[config.mk]
export PLATFORM = sky130hd
export DESIGN_NAME = flf_front
export DESIGN_NICKNAME = d
export VERILOG_FILES = /design/src/hw/rtl/flf_pkg.sv /design/src/hw/rtl/flf_front.sv
export SDC_FILE = /design/constraint.sdc
export NUM_CORES = 1
export LEC_CHECK = 0
export ABC_AREA = 1
export BUFFER_PORTS_ARGS = -buffer_cell sky130_fd_sc_hd__buf_2
export CAP_MARGIN = 25
export CELL_PAD_IN_SITES_DETAIL_PLACEMENT = 1
export CELL_PAD_IN_SITES_GLOBAL_PLACEMENT = 1
export CORE_MARGIN = 4
export CORE_UTILIZATION = 46
export DETAILED_ROUTE_END_ITERATION = 10
export GPL_TIMING_DRIVEN = 1
export PLACE_DENSITY = 0.95
export SYNTH_ARGS = -nofsm -noshare
export SYNTH_HDL_FRONTEND = slang
export SYNTH_SLANG_ARGS = --single-unit
[constraint.sdc]
create_clock -name clock -period 9.25 [get_ports clock]
set_input_delay 0.4625 -clock clock [delete_from_list [all_inputs] [get_ports clock]]
set_output_delay 0.4625 -clock clock [all_outputs]
set_load 0.03 [all_outputs]
[src/hw/rtl/flf_pkg.sv]
// ----------------------------------------------------------------------------
// Spliced flank locator package
// Shared widths, codes, payload layouts and the item types passed between the
// front end and the exon engine.
// ----------------------------------------------------------------------------
package flf_pkg;

   // Field widths
   localparam int COORD_W  = 31;
   localparam int INDEX_W  = 9;
   localparam int NUM_W    = 10;
   localparam int FLANK_W  = 16;
   localparam int COUNT_W  = 10;

   // Table size default
   localparam int MAX_EXONS_DEF = 512;

   // Front end queue, depth is a power of two
   localparam int QUEUE_DEPTH = 2;
   localparam int QUEUE_PTR_W = 1;
   localparam int QUEUE_CNT_W = 2;

   // Stream payload widths
   localparam int REQ_DATA_W = 104;
   localparam int REQ_PAD_W  = REQ_DATA_W - INDEX_W - 3 * COORD_W;
   localparam int RSP_DATA_W = 72;

   // Configuration port
   localparam int CSR_IDX_W  = 8;
   localparam int CSR_DATA_W = 16;
   localparam logic [CSR_IDX_W-1:0] CSR_FLANK_SIZE = 8'd0;
   localparam logic [CSR_IDX_W-1:0] CSR_EXON_COUNT = 8'd1;
   localparam logic [FLANK_W-1:0]   FLANK_RESET    = 16'd20;
   localparam logic [COUNT_W-1:0]   COUNT_RESET    = 10'd1;

   // Request op codes
   localparam logic OP_LOAD  = 1'b0;
   localparam logic OP_QUERY = 1'b1;

   // Result status codes
   localparam logic STATUS_FOUND = 1'b0;
   localparam logic STATUS_MISS  = 1'b1;

   typedef enum logic {
      CMD_LOAD,
      CMD_QUERY
   } cmd_kind_type;

   typedef enum logic [2:0] {
      ST_IDLE,
      ST_SCAN,
      ST_BACK,
      ST_FWD,
      ST_EMIT
   } eng_state_type;

   // Request payload, last field in the lowest bits
   typedef struct packed {
      logic [REQ_PAD_W-1:0] pad;
      logic [COORD_W-1:0]   position;
      logic [COORD_W-1:0]   exon_end;
      logic [COORD_W-1:0]   exon_start;
      logic [INDEX_W-1:0]   exon_index;
   } req_payload_type;

   // Result payload, last field in the lowest bits
   typedef struct packed {
      logic [COORD_W-1:0] flank_end;
      logic [COORD_W-1:0] flank_start;
      logic [NUM_W-1:0]   exon_number;
   } rsp_payload_type;

   // Classified item, front end to engine
   typedef struct packed {
      cmd_kind_type       kind;
      logic [INDEX_W-1:0] index;
      logic [COORD_W-1:0] coord_a;   // load: start, query: position
      logic [COORD_W-1:0] coord_b;   // load: end
   } cmd_type;

   typedef struct packed {
      logic               status;
      logic [NUM_W-1:0]   exon_number;
      logic [COORD_W-1:0] flank_start;
      logic [COORD_W-1:0] flank_end;
   } res_type;

   typedef struct packed {
      logic [FLANK_W-1:0] flank_size;
      logic [COUNT_W-1:0] exon_count;
   } cfg_type;

endpackage

[src/hw/rtl/flf_front.sv]
// ----------------------------------------------------------------------------
// Spliced flank locator front end
// Accepts request items, classifies them and holds them in a short queue.
// ----------------------------------------------------------------------------
module flf_front #(
   parameter int MAX_EXONS = flf_pkg::MAX_EXONS_DEF
) (
   input  logic                               clock,
   input  logic                               reset,
   input  logic                               req_tvalid,
   output logic                               req_tready,
   input  logic [flf_pkg::REQ_DATA_W-1:0]     req_tdata,
   input  logic                               req_tuser,
   output logic                               q_valid,
   output flf_pkg::cmd_type                   q_cmd,
   input  logic                               q_pop
);

   flf_pkg::cmd_type                      queue_ff [flf_pkg::QUEUE_DEPTH];
   logic [flf_pkg::QUEUE_PTR_W-1:0]       wr_ptr_ff, wr_ptr_in;
   logic [flf_pkg::QUEUE_PTR_W-1:0]       rd_ptr_ff, rd_ptr_in;
   logic [flf_pkg::QUEUE_CNT_W-1:0]       count_ff, count_in;
   flf_pkg::req_payload_type              req_fields;
   flf_pkg::cmd_type                      cmd_new;
   logic                                  keep;
   logic                                  push;

   assign req_fields = flf_pkg::req_payload_type'(req_tdata);
   assign req_tready = count_ff != flf_pkg::QUEUE_CNT_W'(flf_pkg::QUEUE_DEPTH);

   // Drop loads aimed beyond the table
   assign keep = (req_tuser == flf_pkg::OP_QUERY) ||
                 (32'(req_fields.exon_index) < MAX_EXONS);
   assign push = req_tvalid && req_tready && keep;

   always_comb begin
      cmd_new.kind    = (req_tuser == flf_pkg::OP_QUERY) ? flf_pkg::CMD_QUERY
                                                          : flf_pkg::CMD_LOAD;
      cmd_new.index   = req_fields.exon_index;
      cmd_new.coord_a = (req_tuser == flf_pkg::OP_QUERY) ? req_fields.position
                                                          : req_fields.exon_start;
      cmd_new.coord_b = req_fields.exon_end;
   end

   always_comb begin
      wr_ptr_in = push  ? wr_ptr_ff + flf_pkg::QUEUE_PTR_W'(1) : wr_ptr_ff;
      rd_ptr_in = q_pop ? rd_ptr_ff + flf_pkg::QUEUE_PTR_W'(1) : rd_ptr_ff;
      count_in  = count_ff + flf_pkg::QUEUE_CNT_W'(push)
                           - flf_pkg::QUEUE_CNT_W'(q_pop);
   end

   always_ff @(posedge clock) begin
      if (reset) begin
         wr_ptr_ff <= '0;
         rd_ptr_ff <= '0;
         count_ff  <= '0;
      end else begin
         wr_ptr_ff <= wr_ptr_in;
         rd_ptr_ff <= rd_ptr_in;
         count_ff  <= count_in;
      end
   end

   always_ff @(posedge clock) begin
      if (push) begin
         queue_ff[wr_ptr_ff] <= cmd_new;
      end
   end

   assign q_valid = count_ff != '0;
   assign q_cmd   = queue_ff[rd_ptr_ff];

   a_count_bound: assert property (@(posedge clock) disable iff (reset)
      32'(count_ff) <= flf_pkg::QUEUE_DEPTH)
      else $error("front queue count beyond depth");

   a_pop_nonempty: assert property (@(posedge clock) disable iff (reset)
      q_pop |-> count_ff != '0)
      else $error("front queue popped while empty");

   a_reset_empty: assert property (@(posedge clock)
      reset |=> count_ff == '0 && wr_ptr_ff == rd_ptr_ff)
      else $error("front queue not empty after reset");

endmodule

==> impl_metrics.env <==
export IMPL_hold_path_startpoint="req_tdata[6]"
export IMPL_antenna_found_initial=1
export IMPL_final_cells=666
export IMPL_htreeDepth=4
export IMPL_hold_viol=0
export IMPL_pwr_share_clk_pct=36.5
export IMPL_wl_per_cell_um=19.1
export IMPL_rrSetupSlack_ns=7.23
export IMPL_post_cts_buffers=0
export IMPL_vias=3232
export IMPL_yosysSeqAreaShare_pct=72.0
export IMPL_fill_cells=1227
export IMPL_synth_top_area_cell="edfxtp_1"
export IMPL_io_buffers=180
export IMPL_track_usage_pct=17.2
export IMPL_synthCells=289
export IMPL_die_w_um=124
export IMPL_final_common_cell="buf_2"
export IMPL_firstDrtPassIters=4
export IMPL_post_place_cells=633
export IMPL_cpPeakStageDelay_ns=0.75
export IMPL_period_needed_ns=2.92
export IMPL_endpoint_kind="output pin"
export IMPL_rows=41
export IMPL_drive_gt1_share_pct=63.9
export IMPL_final_cell_mix="180 x buf_2, 144 x edfxtp_1, 70 x mux2_4"
export IMPL_cts_buffers=17
export IMPL_clock_path_buffers=2
export IMPL_r2r_cells=6
export IMPL_synth_seq_cells=149
export IMPL_synth_area_per_cell_um2=21.3
export IMPL_place_gp_congestion=0.687
export IMPL_die_h_um=124
export IMPL_hold_buffers=0
export IMPL_synth_nets=399
export IMPL_yosys_warnings=0
export IMPL_seq_area_um2=4430
export IMPL_synth_top_area_share_pct=70.4
export IMPL_max_freq_ghz=0.342
export IMPL_worst_r2r_endpoint="queue_ff[1][57]"
export IMPL_worstPathRequired_ns=8.79
export IMPL_rsz0062_at_grt="no"
export IMPL_hold_ws_ns=0.245
export IMPL_combPwrFrac_pct=17.5
export IMPL_status="finished clean"
export IMPL_wl_um=12700
export IMPL_worstSetupPathType="reg2out"
export IMPL_synth_area_top_cells="edfxtp_1 70%, mux2_4 17%, mux2_2 6.1%"
export IMPL_fin_tns_setup_ns=0
export IMPL_io_pins=183
export IMPL_area_growth_pct=25.6
export IMPL_grt_pass1_vias=3549
export IMPL_cts_root_buf="clkbuf_16"
export IMPL_finClkSkew_ns=0.00589
export IMPL_timing_slew_headroom_pct=34.9
export IMPL_drtAntennaViolNets=0
export IMPL_hpwlAfterDp_um=8940
export IMPL_synth_area_um2=6140
export IMPL_via_per_inst=4.85
export IMPL_peakVddDrop_mv=0.119
export IMPL_multi_input_area_um2=1540
export IMPL_drtIter0Drc=214
export IMPL_die_area_um2=15300
export IMPL_initial_core_util_pct=47.9
export IMPL_switching_power_uw=460
export IMPL_cp_arrival_ns=2.46
export IMPL_synth_cell_type_count=15
export IMPL_maxSlewViolCount=0
export IMPL_internal_power_uw=1360
export IMPL_p_per_area_nw_per_um2=235
export IMPL_grt_max_degree=73
export IMPL_path_cells="buf_4 > mux2_4 > buf_2"
export IMPL_drc=0
export IMPL_worstSkewPairLatency_ns=0.41
export IMPL_cts_tree="built"
export IMPL_r2r_start="count_ff[0]"
export IMPL_drv_cap=0
export IMPL_hp_class="in2reg"
export IMPL_cpMaxStageDelayCell="dfxtp_4"
export IMPL_power_leakage_uw=0.00312
export IMPL_cts_resized=0
export IMPL_swShare_pct=25.3
export IMPL_globalRouteOverflowTotal=0
export IMPL_grt_pass1_wl_um=19100
export IMPL_worstHoldEndpoint="queue_ff[1][68]"
export IMPL_nNetsFinal=591
export IMPL_clk_pin_slew_worst_paths_ns=0.06
export IMPL_final_util_pct=60.2
export IMPL_worstSetupStartpointType="flip-flop"
export IMPL_tightest_slew_ns=0.976
export IMPL_core_area_um2=12800
export IMPL_power_frac_seq_pct=46.0
export IMPL_min_period_over_period_pct=31.6
export IMPL_cts_sinks=149
export IMPL_crit_fanout=41
export IMPL_setup_viol=0
export IMPL_hold_depth=1
## metrics by stage
stage	setup WS (ns)	power, uW	area (um2)
2_1_floorplan	4.88	1080	6140
3_3_place_gp	6.66	1150	7130
3_5_place_dp	6.59	1170	7130
4_1_cts	6.27	1840	7690
5_1_grt	6.20	1890	7720
6_report	6.33	1810	7720
## logic make-up after synthesis
family          Yosys count  synth area share (%)
simple gates             15                 0.957
fa+ha+maj                 1                 0.204
flops                   149                  72.0
compound gates            2                 0.163
mux                     103                  23.2
xor+xnor                  2                 0.285
buf+inv                  17                  3.20
## sequential cells by signal (all words and copies together), names as in the netlist, named ones only
register,count
queue_ff,144
rd_ptr_ff,1
wr_ptr_ff,1
count_ff,2
## worst max-delay path, delay by kind of cell (launching register included)
family | cells | cell delay (ns)
buffers and inverters | 2 | 0.91
DFF | 1 | 0.75
muxes | 1 | 0.35
## Yosys cell counts
library cell,count
nor3_1,1
edfxtp_1,144
ha_1,1
nor2_1,5
inv_1,6
xnor2_1,2
nand2_1,8
a21oi_1,2
mux2_4,70
dfxtp_1,5
buf_4,3
nand3_1,1
mux2_2,33
buf_6,1
buf_12,7
## layer usage
layer / share of wire [%] / wire length, um / track usage [%] / vias up
li1: - / - / - / 1507
met1: 38 / 4790 / 19.4 / 1591
met2: 54 / 6840 / 29.9 / 116
met3: 6.6 / 843 / 5.22 / 18
met4: 1.9 / 241 / 7.82 / 0
met5: 0 / 0 / 0 / -
## worst max-delay path by stage
stage	endpoint	slack, ns	cells past startpoint
after global routing	q_cmd[62]	6.20	3
after detailed placement	queue_ff[1][51]	6.59	4
after CTS	q_cmd[27]	6.27	3
final	q_cmd[62]	6.33	3
after floorplan	queue_ff[1][0]	4.88	4
after global placement	queue_ff[1][52]	6.66	4
## power groups by stage
stage / Combinational [uW] / Sequential, uW / Clock, uW
after floorplan: 244 / 840 / 0
after global placement: 308 / 843 / 0
after detailed placement: 319 / 850 / 0
after CTS: 321 / 837 / 679
after global routing: 338 / 841 / 714
final: 317 / 835 / 663
## cell type report
class / instances / area share (%)
Sequential cell: 149 / 57.4
Multi-Input combinational cell: 123 / 19.9
Timing Repair Buffer: 184 / 12.2
Clock buffer: 18 / 5.56
Tap cell: 172 / 2.79
Clock inverter: 13 / 1.82
Inverter: 6 / 0.292
Antenna cell: 1 / 0.0324
Note: power is estimated with default switching activity, not from simulation.
